==> src/design/i2cm_pkg.sv <==
package i2cm_pkg;

  localparam int unsigned ActionWidth = 3;
  localparam int unsigned ByteWidth   = 8;
  localparam int unsigned PhaseWidth  = 3;
  localparam int unsigned BitCntWidth = 4;

  localparam logic [ActionWidth-1:0] OP_IDLE  = 3'd0;
  localparam logic [ActionWidth-1:0] OP_START = 3'd1;
  localparam logic [ActionWidth-1:0] OP_STOP  = 3'd2;
  localparam logic [ActionWidth-1:0] OP_SEND  = 3'd3;
  localparam logic [ActionWidth-1:0] OP_WAIT  = 3'd4;
  localparam logic [ActionWidth-1:0] OP_RECV  = 3'd5;
  localparam logic [ActionWidth-1:0] OP_ACK   = 3'd6;
  localparam logic [ActionWidth-1:0] OP_NACK  = 3'd7;

  localparam logic [0:0] REG_DELAY_TICKS = 1'd0;
  localparam logic [0:0] REG_ACK_TRIES   = 1'd1;

  localparam logic [ByteWidth-1:0] DELAY_TICKS_RST = 8'd2;
  localparam logic [ByteWidth-1:0] ACK_TRIES_RST   = 8'd5;
  localparam logic [BitCntWidth-1:0] BITS_PER_BYTE = 4'd8;

  localparam logic STATUS_OK     = 1'b0;
  localparam logic STATUS_NO_ACK = 1'b1;

  localparam int unsigned InDataWidth  = 16;
  localparam int unsigned OutDataWidth = 16;

  typedef struct packed {
    logic                 scl_pin;
    logic                 sda_released;
    logic                 sda_pin;
    logic                 busy_res;
    logic                 done_res;
    logic                 status;
    logic [ByteWidth-1:0] rx_byte;
  } res_t;

endpackage

==> src/design/i2cm_seq.sv <==
module i2cm_seq (
  input  logic                                clk,
  input  logic                                rst_n,
  input  logic                                step_en,
  input  logic [i2cm_pkg::ActionWidth-1:0]    action,
  input  logic [i2cm_pkg::ByteWidth-1:0]      tx_byte,
  input  logic                                sda_level,
  input  logic [i2cm_pkg::ByteWidth-1:0]      delay_ticks,
  input  logic [i2cm_pkg::ByteWidth-1:0]      ack_tries,
  output i2cm_pkg::res_t                      res
);

  typedef struct packed {
    logic [i2cm_pkg::ActionWidth-1:0] op;
    logic [i2cm_pkg::PhaseWidth-1:0]  phase;
    logic [i2cm_pkg::BitCntWidth-1:0] bit_cnt;
    logic [i2cm_pkg::ByteWidth-1:0]   shift;
    logic [i2cm_pkg::ByteWidth-1:0]   slot_cnt;
    logic [i2cm_pkg::ByteWidth-1:0]   tries_left;
    logic                             scl;
    logic                             sda;
    logic                             sda_in;
    logic                             last_status;
    logic [i2cm_pkg::ByteWidth-1:0]   rx_hold;
  } seq_state_t;

  seq_state_t st_r, st_nxt;
  logic       done;
  logic       do_enter;
  logic [i2cm_pkg::PhaseWidth-1:0] enter_p;

  always_comb begin
    st_nxt   = st_r;
    done     = 1'b0;
    do_enter = 1'b0;
    enter_p  = '0;

    // slot bookkeeping
    if (st_r.op == i2cm_pkg::OP_IDLE) begin
      if (action != i2cm_pkg::OP_IDLE) begin
        st_nxt.op      = action;
        st_nxt.bit_cnt = '0;
        if (action == i2cm_pkg::OP_SEND) st_nxt.shift = tx_byte;
        if (action == i2cm_pkg::OP_RECV) begin
          st_nxt.shift  = '0;
          st_nxt.sda_in = 1'b1;
        end
        if (action == i2cm_pkg::OP_WAIT) st_nxt.tries_left = ack_tries;
        do_enter = 1'b1;
        enter_p  = 3'd0;
      end
    end else if (action == i2cm_pkg::OP_IDLE) begin
      if (st_r.slot_cnt > 8'd1) begin
        st_nxt.slot_cnt = st_r.slot_cnt - 8'd1;
      end else begin
        unique case (st_r.op)
          i2cm_pkg::OP_START, i2cm_pkg::OP_STOP, i2cm_pkg::OP_ACK: begin
            if (st_r.phase < 3'd3) begin
              do_enter = 1'b1;
              enter_p  = st_r.phase + 3'd1;
            end else begin
              done = 1'b1;
            end
          end
          i2cm_pkg::OP_NACK: begin
            if (st_r.phase < 3'd2) begin
              do_enter = 1'b1;
              enter_p  = st_r.phase + 3'd1;
            end else begin
              done = 1'b1;
            end
          end
          i2cm_pkg::OP_SEND: begin
            if (st_r.phase < 3'd3) begin
              do_enter = 1'b1;
              enter_p  = st_r.phase + 3'd1;
            end else if (st_r.phase == 3'd3) begin
              st_nxt.bit_cnt = st_r.bit_cnt + 4'd1;
              do_enter = 1'b1;
              enter_p  = (st_nxt.bit_cnt < i2cm_pkg::BITS_PER_BYTE) ? 3'd0 : 3'd4;
            end else begin
              done = 1'b1;
            end
          end
          i2cm_pkg::OP_RECV: begin
            if (st_r.phase < 3'd2) begin
              do_enter = 1'b1;
              enter_p  = st_r.phase + 3'd1;
            end else if (st_r.phase == 3'd2) begin
              st_nxt.shift   = {st_r.shift[i2cm_pkg::ByteWidth-1:1], sda_level};
              st_nxt.bit_cnt = st_r.bit_cnt + 4'd1;
              do_enter = 1'b1;
              enter_p  = (st_nxt.bit_cnt < i2cm_pkg::BITS_PER_BYTE) ? 3'd0 : 3'd3;
            end else begin
              st_nxt.sda_in  = 1'b0;
              st_nxt.rx_hold = st_r.shift;
              done = 1'b1;
            end
          end
          i2cm_pkg::OP_WAIT: begin
            do_enter = 1'b1;
            if (st_r.phase == 3'd0) begin
              enter_p = 3'd1;
            end else if ((st_r.phase == 3'd1) ||
                         (st_r.phase == 3'd2 && st_r.tries_left != 8'd0)) begin
              if (!sda_level) begin
                enter_p = 3'd3;
              end else begin
                st_nxt.tries_left = st_r.tries_left - 8'd1;
                enter_p = 3'd2;
              end
            end else if (st_r.phase == 3'd2) begin
              enter_p = 3'd4;
            end else if (st_r.phase == 3'd3 || st_r.phase == 3'd7) begin
              do_enter = 1'b0;
              done     = 1'b1;
            end else begin
              enter_p = st_r.phase + 3'd1;
            end
          end
          default: ;
        endcase
      end
    end

    if (done) begin
      st_nxt.op          = i2cm_pkg::OP_IDLE;
      st_nxt.phase       = '0;
      st_nxt.last_status = (st_r.op == i2cm_pkg::OP_WAIT && st_r.phase == 3'd7) ?
                           i2cm_pkg::STATUS_NO_ACK : i2cm_pkg::STATUS_OK;
    end

    // pin change at the head of a slot
    if (do_enter) begin
      st_nxt.phase    = enter_p;
      st_nxt.slot_cnt = delay_ticks;
      unique case (st_nxt.op)
        i2cm_pkg::OP_START: begin
          case (enter_p)
            3'd0:    st_nxt.sda = 1'b1;
            3'd1:    st_nxt.scl = 1'b1;
            3'd2:    st_nxt.sda = 1'b0;
            default: st_nxt.scl = 1'b0;
          endcase
        end
        i2cm_pkg::OP_STOP: begin
          case (enter_p)
            3'd0:    st_nxt.scl = 1'b0;
            3'd1:    st_nxt.sda = 1'b0;
            3'd2:    st_nxt.scl = 1'b1;
            default: st_nxt.sda = 1'b1;
          endcase
        end
        i2cm_pkg::OP_SEND: begin
          case (enter_p)
            3'd0: st_nxt.scl = 1'b0;
            3'd1: begin
              st_nxt.sda   = st_nxt.shift[i2cm_pkg::ByteWidth-1];
              st_nxt.shift = {st_nxt.shift[i2cm_pkg::ByteWidth-2:0], 1'b0};
            end
            3'd3:    st_nxt.scl = 1'b1;
            3'd4:    st_nxt.scl = 1'b0;
            default: ;
          endcase
        end
        i2cm_pkg::OP_WAIT: begin
          case (enter_p)
            3'd0: st_nxt.sda_in = 1'b1;
            3'd1: st_nxt.scl = 1'b1;
            3'd3, 3'd4: begin
              st_nxt.sda_in = 1'b0;
              st_nxt.scl    = 1'b0;
            end
            3'd5:    st_nxt.sda = 1'b0;
            3'd6:    st_nxt.scl = 1'b1;
            3'd7:    st_nxt.sda = 1'b1;
            default: ;
          endcase
        end
        i2cm_pkg::OP_RECV: begin
          case (enter_p)
            3'd0: begin
              st_nxt.shift = {st_nxt.shift[i2cm_pkg::ByteWidth-2:0], 1'b0};
              st_nxt.scl   = 1'b0;
            end
            3'd2:    st_nxt.scl = 1'b1;
            3'd3:    st_nxt.scl = 1'b0;
            default: ;
          endcase
        end
        i2cm_pkg::OP_ACK: begin
          case (enter_p)
            3'd0:    st_nxt.sda = 1'b0;
            3'd2:    st_nxt.scl = 1'b1;
            3'd3:    st_nxt.scl = 1'b0;
            default: ;
          endcase
        end
        i2cm_pkg::OP_NACK: begin
          case (enter_p)
            3'd0:    st_nxt.sda = 1'b1;
            3'd1:    st_nxt.scl = 1'b1;
            default: st_nxt.scl = 1'b0;
          endcase
        end
        default: ;
      endcase
    end

    res.scl_pin      = st_nxt.scl;
    res.sda_released = st_nxt.sda_in;
    res.sda_pin      = st_nxt.sda;
    res.busy_res     = (st_nxt.op != i2cm_pkg::OP_IDLE);
    res.done_res     = done;
    res.status       = done ? st_nxt.last_status : i2cm_pkg::STATUS_OK;
    res.rx_byte      = st_nxt.rx_hold;
  end

  always_ff @(posedge clk) begin
    if (!rst_n) begin
      st_r <= '{op: i2cm_pkg::OP_IDLE, phase: '0, bit_cnt: '0, shift: '0,
                slot_cnt: '0, tries_left: '0, scl: 1'b1, sda: 1'b1,
                sda_in: 1'b0, last_status: i2cm_pkg::STATUS_OK, rx_hold: '0};
    end else if (step_en) begin
      st_r <= st_nxt;
    end
  end

endmodule

==> src/design/i2c_master_bit_engine.sv <==
// channel | dir | tdata (lsb up)                                         | tuser
// in_     | in  | tx_byte[7:0], sda_level[8], zero pad                    | action[2:0]
// out_    | out | scl_pin, sda_released, sda_pin, busy_res, done_res,     | -
//         |     | status, rx_byte[13:6], zero pad                         |
// cfg_    | in  | index 0 delay_ticks, index 1 ack_tries                  | -
//
// one word per cycle sustained while results are taken; an input word passes the
// input register, then the sequencer step into the result register
// synchronous active-low reset: idle, scl and sda high, delay 2, ack tries 5
// a stalled result holds the result register; the input register still takes
// one more word, then in_tready drops until the result is taken
module i2c_master_bit_engine (
  input  logic                                clk,
  input  logic                                rst_n,
  input  logic                                in_tvalid,
  output logic                                in_tready,
  input  logic [i2cm_pkg::InDataWidth-1:0]    in_tdata,   // tx_byte, sda_level
  input  logic [i2cm_pkg::ActionWidth-1:0]    in_tuser,   // action
  output logic                                out_tvalid,
  input  logic                                out_tready,
  output logic [i2cm_pkg::OutDataWidth-1:0]   out_tdata,  // scl_pin .. rx_byte
  input  logic                                cfg_we,
  input  logic                                cfg_index,
  input  logic [i2cm_pkg::ByteWidth-1:0]      cfg_wdata
);

  logic [i2cm_pkg::ByteWidth-1:0]   delay_ticks_r;
  logic [i2cm_pkg::ByteWidth-1:0]   ack_tries_r;
  logic                             s1_valid_r;
  logic [i2cm_pkg::ActionWidth-1:0] s1_action_r;
  logic [i2cm_pkg::ByteWidth-1:0]   s1_tx_byte_r;
  logic                             s1_sda_r;
  logic                             out_valid_r;
  i2cm_pkg::res_t                   out_res_r;
  i2cm_pkg::res_t                   res;
  logic                             adv;
  logic                             step_en;

  assign adv       = !out_valid_r || out_tready;
  assign in_tready = !s1_valid_r || adv;
  assign step_en   = s1_valid_r && adv;

  always_ff @(posedge clk) begin
    if (!rst_n) begin
      delay_ticks_r <= i2cm_pkg::DELAY_TICKS_RST;
      ack_tries_r   <= i2cm_pkg::ACK_TRIES_RST;
    end else if (cfg_we) begin
      unique case (cfg_index)
        i2cm_pkg::REG_DELAY_TICKS: delay_ticks_r <= cfg_wdata;
        i2cm_pkg::REG_ACK_TRIES:   ack_tries_r   <= cfg_wdata;
        default: ;
      endcase
    end
  end

  always_ff @(posedge clk) begin
    if (!rst_n) begin
      s1_valid_r <= 1'b0;
    end else if (in_tready) begin
      s1_valid_r <= in_tvalid;
    end
  end

  always_ff @(posedge clk) begin
    if (in_tready && in_tvalid) begin
      s1_action_r  <= in_tuser;
      s1_tx_byte_r <= in_tdata[i2cm_pkg::ByteWidth-1:0];
      s1_sda_r     <= in_tdata[i2cm_pkg::ByteWidth];
    end
  end

  i2cm_seq u_seq (
    .clk         (clk),
    .rst_n       (rst_n),
    .step_en     (step_en),
    .action      (s1_action_r),
    .tx_byte     (s1_tx_byte_r),
    .sda_level   (s1_sda_r),
    .delay_ticks (delay_ticks_r),
    .ack_tries   (ack_tries_r),
    .res         (res)
  );

  always_ff @(posedge clk) begin
    if (!rst_n) begin
      out_valid_r <= 1'b0;
    end else if (adv) begin
      out_valid_r <= s1_valid_r;
    end
  end

  always_ff @(posedge clk) begin
    if (step_en) begin
      out_res_r <= res;
    end
  end

  assign out_tvalid = out_valid_r;
  assign out_tdata  = {2'b00, out_res_r.rx_byte, out_res_r.status, out_res_r.done_res,
                       out_res_r.busy_res, out_res_r.sda_pin, out_res_r.sda_released,
                       out_res_r.scl_pin};

endmodule

==> config.mk <==
export PLATFORM = sky130hd
export DESIGN_NAME = i2c_master_bit_engine
export DESIGN_NICKNAME = d
export VERILOG_FILES = /design/src/design/i2cm_pkg.sv /design/src/design/i2cm_seq.sv /design/src/design/i2c_master_bit_engine.sv
export SDC_FILE = /design/constraint.sdc
export NUM_CORES = 1
export LEC_CHECK = 0
export BUFFER_PORTS_ARGS = -buffer_cell sky130_fd_sc_hd__buf_2
export CORE_MARGIN = 3
export CORE_UTILIZATION = 43
export CTS_CLUSTER_SIZE = 12
export DETAILED_ROUTE_END_ITERATION = 16
export PLACE_DENSITY_LB_ADDON = 0.3
export REMOVE_ABC_BUFFERS = 1
export SLEW_MARGIN = 10
export SYNTH_ARGS = -nofsm -noshare
export SYNTH_HDL_FRONTEND = slang
export SYNTH_HIERARCHICAL = 1
export SYNTH_SLANG_ARGS = --single-unit
export TNS_END_PERCENT = 1
==> constraint.sdc <==
create_clock -name clk -period 4.9 [get_ports clk]
set_input_delay 0 -clock clk [delete_from_list [all_inputs] [get_ports clk]]
set_output_delay 0 -clock clk [all_outputs]
set_load 0.01 [all_outputs]
After elaboration in Yosys (flattened, before gate mapping)
Cells that the tools add are included.

$add $sub $neg: 4. $lt $le $gt $ge: 4. Equality and inequality tests: 37. Multiplexer cells: 110. Bitwise operators: 1. Reductions and logical operators: 37.

Operators with widths (count): two-way mux 8 bit (21); two-way mux 12 bit (5); two-way mux 3 bit (18); == test 3 bit, second input constant (15); two-way mux 1 bit (42); two-way mux 28 bit (1); == test 3 x 2 -> 1 bit, second input constant (9); case mux 1 bit (2 select lines) (11); AND reduction 9 bit (2); two-way mux 16 bit (1); case mux 8 bit (2 select lines) (1); subtractor 8 x 1 -> 8 bit, second input constant (2); case mux 3 bit (5 select lines) (1); nonzero test 2 bit (7); == test 3 x 1 -> 1 bit, second input constant (4); zero test 3 bit (4); case mux 1 bit (5 select lines) (2); OR reduction 2 bit (5); nonzero test 3 bit (3); > comparator 8 x 1 -> 1 bit, second input constant (1); two-way mux 4 bit (2); case mux 4 bit (2 select lines) (1); nonzero test 8 bit (1); case mux 1 bit (7 select lines) (1); other kinds (18) (33).

Flip-flop bits (word level): 90. Bits of input ports: 33. Word-level logic and storage cells: 218.

Depth between registers and ports, before layout
Gate-level depths: netlist of run 1.

Depth in word-level cells: 15. Depth in mapped cells: 15. Depth with buffers taken out: 12.

Modules after synthesis
The synthesis of run 1 kept the hierarchy.

By module, submodules not included: i2cm_seq (times used 1, cells each 529, area each 3957.5 um^2, sequential area each 900.9 um^2); i2c_master_bit_engine (times used 1, cells each 104, area each 1535.2 um^2, sequential area each 1141.1 um^2).

Worst setup path after synthesis of run 1
Ideal clock, no wire load.

Path type: reg2reg. Start: register u_seq/st_r[41] in the netlist's numbering. End: register out_res_r (netlist bit out_tdata[2]), data pin. Library setup time: 0.251 ns. Arrival time: 3.115 ns. Path slack: 1.534 ns. Stages on the path, launching flop included: 14. Buffers on the path: 3. Clock period less this slack: 3.366 ns. Cell sequence: dfxtp_1 > clkbuf_1 > inv_1 > ha_1 > or4b_1 > o2111a_1 > a311o_2 > and2_4 > buf_6 > a211oi_1 > a221oi_2 > a311oi_1 > o21ai_1 > buf_4.

RTL lines: from (decl) (line i2cm_seq.sv:27) `seq_state_t st_r, st_nxt;`; from (signal assigned) (line i2cm_seq.sv:221) `st_r <= '{op: i2cm_pkg::OP_IDLE, phase: '0, bit_cnt: '0, shift: '0,`; from (signal assigned) (line i2cm_seq.sv:225) `st_r <= st_nxt;`; to (signal assigned) (line i2c_master_bit_engine.sv:94) `out_res_r <= res;`; to (decl) (line i2c_master_bit_engine.sv:34) `i2cm_pkg::res_t out_res_r;`.

==> results of run 1 <==
[tightest hold or removal path, cell delays in order]
cell and delay (ps):
buf_2 130, nand3_1 100, o211ai_2 70
[synth_stat cells, drive strengths merged (3+ instances only)]
cell | instances | area, sq um
a211oi | 12 | 90.1
a21boi | 5 | 48.8
a21o | 6 | 47.6
a21oi | 29 | 149
a221oi | 5 | 56.3
a22oi | 10 | 75.1
a31oi | 10 | 62.6
a32o | 3 | 30.0
and2 | 8 | 55.1
and3 | 11 | 71.3
buf | 30 | 229
clkbuf | 22 | 123
dfxtp | 63 | 1260
edfxtp | 26 | 781
ha | 13 | 163
inv | 22 | 82.6
mux2 | 8 | 90.1
mux2i | 15 | 150
nand2 | 72 | 273
nand2b | 7 | 43.8
nand3 | 16 | 80.1
nand3b | 3 | 22.5
nand4 | 4 | 25.0
nor2 | 56 | 218
nor2b | 18 | 115
nor3 | 16 | 85.1
nor3b | 13 | 97.6
nor4 | 7 | 58.8
o2111ai | 4 | 35.0
o211a | 4 | 40.0
o211ai | 17 | 138
o21ai | 33 | 169
o22ai | 3 | 18.8
o31ai | 6 | 45.0
o32ai | 5 | 43.8
or2 | 4 | 25.0
or3 | 7 | 43.8
xor2 | 3 | 26.3
[registers in the layout, summed over array words and instances, names as in the netlist]
| name | cells |
|---|---|
| ack_tries_r | 8 |
| delay_ticks_r | 8 |
| out_tdata | 14 |
| out_tvalid | 1 |
| s1_action_r | 3 |
| s1_sda_r | 1 |
| s1_tx_byte_r | 8 |
| s1_valid_r | 1 |
| u_seq/st_r | 45 |
[power groups by stage]
stage                     registers (mW)  logic (mW)  clock network (mW)
after floorplan                    0.840       0.200                   0
after global placement             0.845       0.281                   0
after detailed placement           0.846       0.288                   0
after CTS                          0.830       0.305               0.758
after global routing               0.835       0.341               0.793
final                              0.831       0.309               0.744
[stage by stage]
step	setup slack [ps]	utilization (%)	total power, mW
finish	1180	50.7	1.88
global route	924	50.7	1.97
CTS	1240	50.6	1.89
detailed placement	1280	45.9	1.13
global placement	1290	45.9	1.13
floorplan	908	-	1.04
[placed cells by master, fill, tap and decap left out, types with 4 or more instances in the layout]
cell,instances
nand2_1,71
dfxtp_1,63
nor2_1,55
buf_2,41
o21ai_0,29
a21oi_1,28
edfxtp_1,26
dlygate4sd3_1,25
inv_1,21
nor2b_1,16
nand3_1,16
mux2i_1,15
o211ai_1,15
nor3_1,15
nor3b_1,13
ha_1,13
a211oi_1,12
a22oi_1,10
a31oi_1,10
clkbuf_16,9
and3_1,9
mux2_2,8
or3_1,7
nand2b_1,7
buf_4,6
o31ai_1,6
and2_1,6
nor4_1,5
nand4_1,4
o211a_1,4
o2111ai_1,4
or2_2,4
a21o_1,4
o32ai_1,4
[layout make-up]
cell class | count | area [sq um] | share of cell area (%)
clock inverters | 7 | 93.8 | 1.51
inverters | 23 | 86.3 | 1.39
clock buffers | 9 | 225 | 3.63
well taps | 168 | 210 | 3.38
flip-flops and latches | 89 | 2040 | 32.9
repair buffers | 72 | 500 | 8.06
multi-input cells | 470 | 3050 | 49.2
[layer usage]
layer  GRT usage [%]  wire [um]  vias to the layer above
met5               0          0                        -
met4            4.71        123                        0
met3            3.23        647                       13
met2            31.3       6430                      169
met1            27.3       6440                     2318
li1                -          -                     2381
[how the worst min path moves through the flow]
stage                startpoint                          end  slack [ps]
floorplan                 rst_n  ack_tries_r[0]$_SDFFE_PN1P_          60
CTS                      cfg_we  ack_tries_r[2]$_SDFFE_PN1P_           1
detailed placement  in_tdata[2]    s1_tx_byte_r[2]$_DFFE_PP_         180
global route             cfg_we  ack_tries_r[2]$_SDFFE_PN1P_          20
finish                   cfg_we  ack_tries_r[2]$_SDFFE_PN1P_          10
global placement    in_tdata[2]    s1_tx_byte_r[2]$_DFFE_PP_         180
[kinds of logic after synthesis]
logic type                 count (synthesis)  synth area share (%)
and+or+nand+nor                          253                  23.9
AOI/OAI and AO/OA                        174                  22.8
DFF                                       89                  37.2
buffers and inverters                     75                  7.97
muxes                                     23                  4.37
adders and majority gates                 13                  2.96
xor gates and xnor gates                   5                 0.797
other                                      1                0.0683
[what timing repair did]
action	4_1_cts	5_1_grt
hold endpoints to repair	29	0
hold buffers	25	0
setup endpoints to repair	0	0
==> impl_metrics.tcl, run 1 <==
set metrics [dict create \
    status "complete, no violations" \
    root_buffer "clkbuf_16" \
    p_leak_nw 2.33 \
    dieArea_sq_mm 0.0142 \
    startpoint_type "flip-flop" \
    clock_sinks 89 \
    routed_wl_mm 13.6 \
    drive_above_1_share_pct 15.5 \
    synthCells 633 \
    cp_num_buf_inv 1 \
    n_fill_cell 1142 \
    dp_cells 797 \
    drc_errors 0 \
    worstHoldPathType "in -> reg" \
    rsz0062_at_grt "no" \
    slowest_stage "or4b_1" \
    insertion_delay_ps 340 \
    drt_pass1_iterations 5 \
    dpl.hpwl_mm 9.11 \
    max_freq_ghz 0.269 \
    die-width_um 119 \
    clk_pin_slew_worst_paths_ps 70 \
    crit_chain "inv_1, ha_1, or4b_1, o2111a_1, a311o_2, nand2_1, and3_2, mux2i_1, a311oi_1, o21ai_1" \
    p_int_mw 1.37 \
    drv_slew 0 \
    cp_max_fo 15 \
    port_buffers 41 \
    core_sq_mm 0.0123 \
    critical_path.endpoint_type "flip-flop" \
    stdcell_count 838 \
    worstSetupEndpoint "out_tdata[2]$_DFFE_PP_" \
    antenna_found_initial 0 \
    ios 51 \
    worstPathRequired_ps 4970 \
    cp.arrival_ps 3790 \
    p_sw_mw 0.515 \
    grt_pass1_wl_mm 23.0 \
    grt_overflow_total 0 \
    fin_crit_ps 3720 \
    path_depth 10 \
    gp_congestion 0.890 \
    swShare_pct 27.3 \
    clockBufferDepth 2 \
    clkPwrFrac_pct 39.5 \
    finalCritPeriodShare_pct 75.9 \
    synthToLayoutAreaGrowth_pct 13.1 \
    worstRegToRegCells 10 \
    h-tree-depth 3 \
    critPathKind "reg -> reg" \
    ys_seq_area_share_pct 37.2 \
    tns_ps 0 \
    die_h_um 119 \
    final-hold-violation-count 0 \
    synth_edf_count 26 \
    num_antenna_cells 0 \
    cts_buffers 9 \
    synthArstFlopShare_pct 0 \
    start_util_pct 44.8 \
    nNetsFinal 711 \
    dpl_cell_area_sq_mm 0.00563 \
    setup-violations-final 0 \
    vias_per_cell 5.82 \
    vias 4881 \
    syn_area_sq_mm 0.00549 \
    final_area_sq_mm 0.00621 \
    power.density_mw_per_mm2 303 \
    synth_cell_types 85 \
    first_global_vias 4651 \
    cts_tree "yes" \
    r2r_end "out_tdata[2]$_DFFE_PP_" \
    grt_usage_pct 19.5 \
    synth_ff_type "dfxtp_1" \
    wire_per_inst_um 16.3 \
    regToRegSetupSlack_ps 1180 \
    reg2reg_from "u_seq/st_r[41]$_SDFFE_PN0P_" \
    maxCapViolCount 0 \
    relSlewSlack_pct 23.2 \
    pwr-share-seq_pct 44.1 \
    path_delay_family "simple AND/OR/NAND/NOR gates" \
    first_iter_violations 385 \
    cts_setup_buffers 0 \
    hold_depth 3 \
    clock_skew_ps 9.68 \
    grt_max_degree 63 \
    peakVddDrop_mv 0.186 \
    critPathMaxStageDelay_ps 580 \
    synth-seq-cells 89 \
    ys.warnings.count 6 \
    crit_start "u_seq/st_r[41]$_SDFFE_PN0P_" \
    antenna_left 0 \
    syn_area_per_cell_sq_um 8.68 \
    hold_ws_ps 10.1 \
    tightest_slew_ps 1150 \
    power_frac_comb_pct 16.4 \
    cts_resized 0 \
    rows 40 \
]
Note: power is estimated with default switching activity, not from simulation.
==> run 2: changes to the inputs <==
==> constraint.sdc (replaced) <==
create_clock -name clk -period 3.3 [get_ports clk]
set_input_delay 0 -clock clk [delete_from_list [all_inputs] [get_ports clk]]
set_output_delay 0 -clock clk [all_outputs]
set_load 0.01 [all_outputs]
==> run 2 against run 1 <==
Final cell count grew 3.1%. Global-route usage rose by 0.54 points. Sequential share of layout area down 1.2 points. Fmax grew 17%. Sequential power rose by 47%. Via count rose by 3.4%. Die area unchanged. Combinational power grew 65%. Count of clock-buffer cells in the layout increased by 1. Clock power is 51% higher. Power increased by 51%. Critical path type unchanged. Highest routed layer unchanged.
==> impl_metrics.tcl, run 2 (synthesized netlist as in run 1, its figures left out) <==
set metrics [dict create \
    status "complete, no violations" \
    cp_max_fo 10 \
    drive_above_1_share_pct 19.8 \
    critPathMaxStageDelay_ps 560 \
    routed_wl_mm 14.1 \
    grt_overflow_total 0 \
    cts_buffers 9 \
    fin_crit_ps 3170 \
    largest_reg_flops 45 \
    largest_register "u_seq/st_r" \
    tightest_slew_ps 811 \
    critical_path.endpoint_type "flip-flop" \
    die_h_um 119 \
    max_freq_ghz 0.315 \
    regToRegSetupSlack_ps 130 \
    finalCritPeriodShare_pct 96.1 \
    grt_max_degree 62 \
    antenna_left 0 \
    cts_tree "yes" \
    power.density_mw_per_mm2 441 \
    p_leak_nw 2.47 \
    start_util_pct 44.8 \
    maxCapViolCount 0 \
    vias 5047 \
    final-hold-violation-count 0 \
    path_delay_family "compound AO/OA/AOI/OAI gates" \
    h-tree-depth 3 \
    rows 40 \
    hold_ws_ps 28.2 \
    clock_sinks 89 \
    clock_skew_ps 7.22 \
    peakVddDrop_mv 0.363 \
    startpoint_type "flip-flop" \
    antenna_found_initial 0 \
    nNetsFinal 737 \
    critPathKind "reg -> reg" \
    final_cell_mix "71 x nand2_1, 63 x dfxtp_1, 53 x nor2_1" \
    core_sq_mm 0.0123 \
    cp_num_buf_inv 0 \
    insertion_delay_ps 350 \
    drt_pass1_iterations 6 \
    drc_errors 0 \
    crit_chain "ha_1, or4b_1, o2111a_1, a311o_2, nand2_1, nand4_1, o21ai_1, a21oi_1, o32ai_1" \
    worstHoldPathType "in -> reg" \
    tns_ps 0 \
    root_buffer "clkbuf_16" \
    slowest_stage "or4b_1" \
    port_buffers 41 \
    synthToLayoutAreaGrowth_pct 17.5 \
    relSlewSlack_pct 45.7 \
    dieArea_sq_mm 0.0142 \
    setup-violations-final 0 \
    layout_commonest_cell "nand2_1" \
    worstPathRequired_ps 3550 \
    dpl.hpwl_mm 9.65 \
    num_antenna_cells 0 \
    clockBufferDepth 2 \
    die-width_um 119 \
    ios 51 \
    drv_slew 0 \
    gp_congestion 0.891 \
    vias_per_cell 5.84 \
    first_iter_violations 340 \
    first_global_vias 4802 \
    wire_per_inst_um 16.3 \
    grt_usage_pct 20.0 \
    cp.arrival_ps 3420 \
    clk_pin_slew_worst_paths_ps 70 \
    grt_pass1_wl_mm 23.3 \
    rsz0062_at_grt "yes" \
]
==> run 2: worst paths after layout <==
| path | start | endpoint | cells after the start |
|---|---|---|---|
| setup / recovery | u_seq/st_r[40]$_SDFFE_PN0P_ | u_seq/st_r[32]$_SDFFE_PN0P_ | 9 |
| hold / removal | out_tready | out_tvalid$_SDFFE_PN0P_ | 3 |
| setup reg to reg | u_seq/st_r[40]$_SDFFE_PN0P_ | u_seq/st_r[32]$_SDFFE_PN0P_ | 9 |
| hold reg to reg | delay_ticks_r[4]$_SDFFE_PN0P_ | delay_ticks_r[4]$_SDFFE_PN0P_ | 2 |
==> run 2: stage by stage <==
step	cells	total power, mW	cell area, sq um	worst slack [ps]	util [%]
2_1_floorplan	582	1.54	5140	-692	-
3_3_place_gp	820	1.70	5810	209	47.3
3_5_place_dp	820	1.71	5810	204	47.3
4_1_cts	862	2.85	6390	165	52.2
5_1_grt	864	2.96	6450	-15.7	52.6
6_report	864	2.84	6450	128	52.6
==> run 2: metal layers <==
layer	vias up	GRT usage, %	routed length, um
met5	-	0	0
met1	2389	27.5	6460
met4	0	9.34	376
li1	2436	-	-
met2	192	30.7	6450
met3	30	3.28	815
==> run 2: timing repair <==
item / in CTS / in global routing
hold endpoints to repair: 29 / 0
resized for setup: 0 / 7
setup buffers: 0 / 1
setup endpoints to repair: 0 / 9
hold buffers: 26 / 0
==> run 2: power by group <==
group | internal [mW] | total (mW) | leakage (nW) | switching [mW]
Clock | 0.649 | 1.12 | 0.162 | 0.467
Combinational | 0.207 | 0.510 | 1.54 | 0.303
Sequential | 1.18 | 1.22 | 0.762 | 0.0358
Total | 2.04 | 2.84 | 2.47 | 0.805
==> run 2: worst register-to-register path, delay by kind of cell (launching register included) <==
family,cells,cell delay [ps]
AOI/OAI and AO/OA,5,1410
and+or+nand+nor,3,1040
DFF,1,360
adders and majority gates,1,250
==> run 2: final cells by class <==
type	instances	area, sq um
Fill cell	1094	5810
Inverter	23	86.3
Sequential cell	89	2040
Multi-Input combinational cell	471	3090
Clock buffer	10	250
Tap cell	168	210
Timing Repair Buffer	97	691
Clock inverter	6	78.8
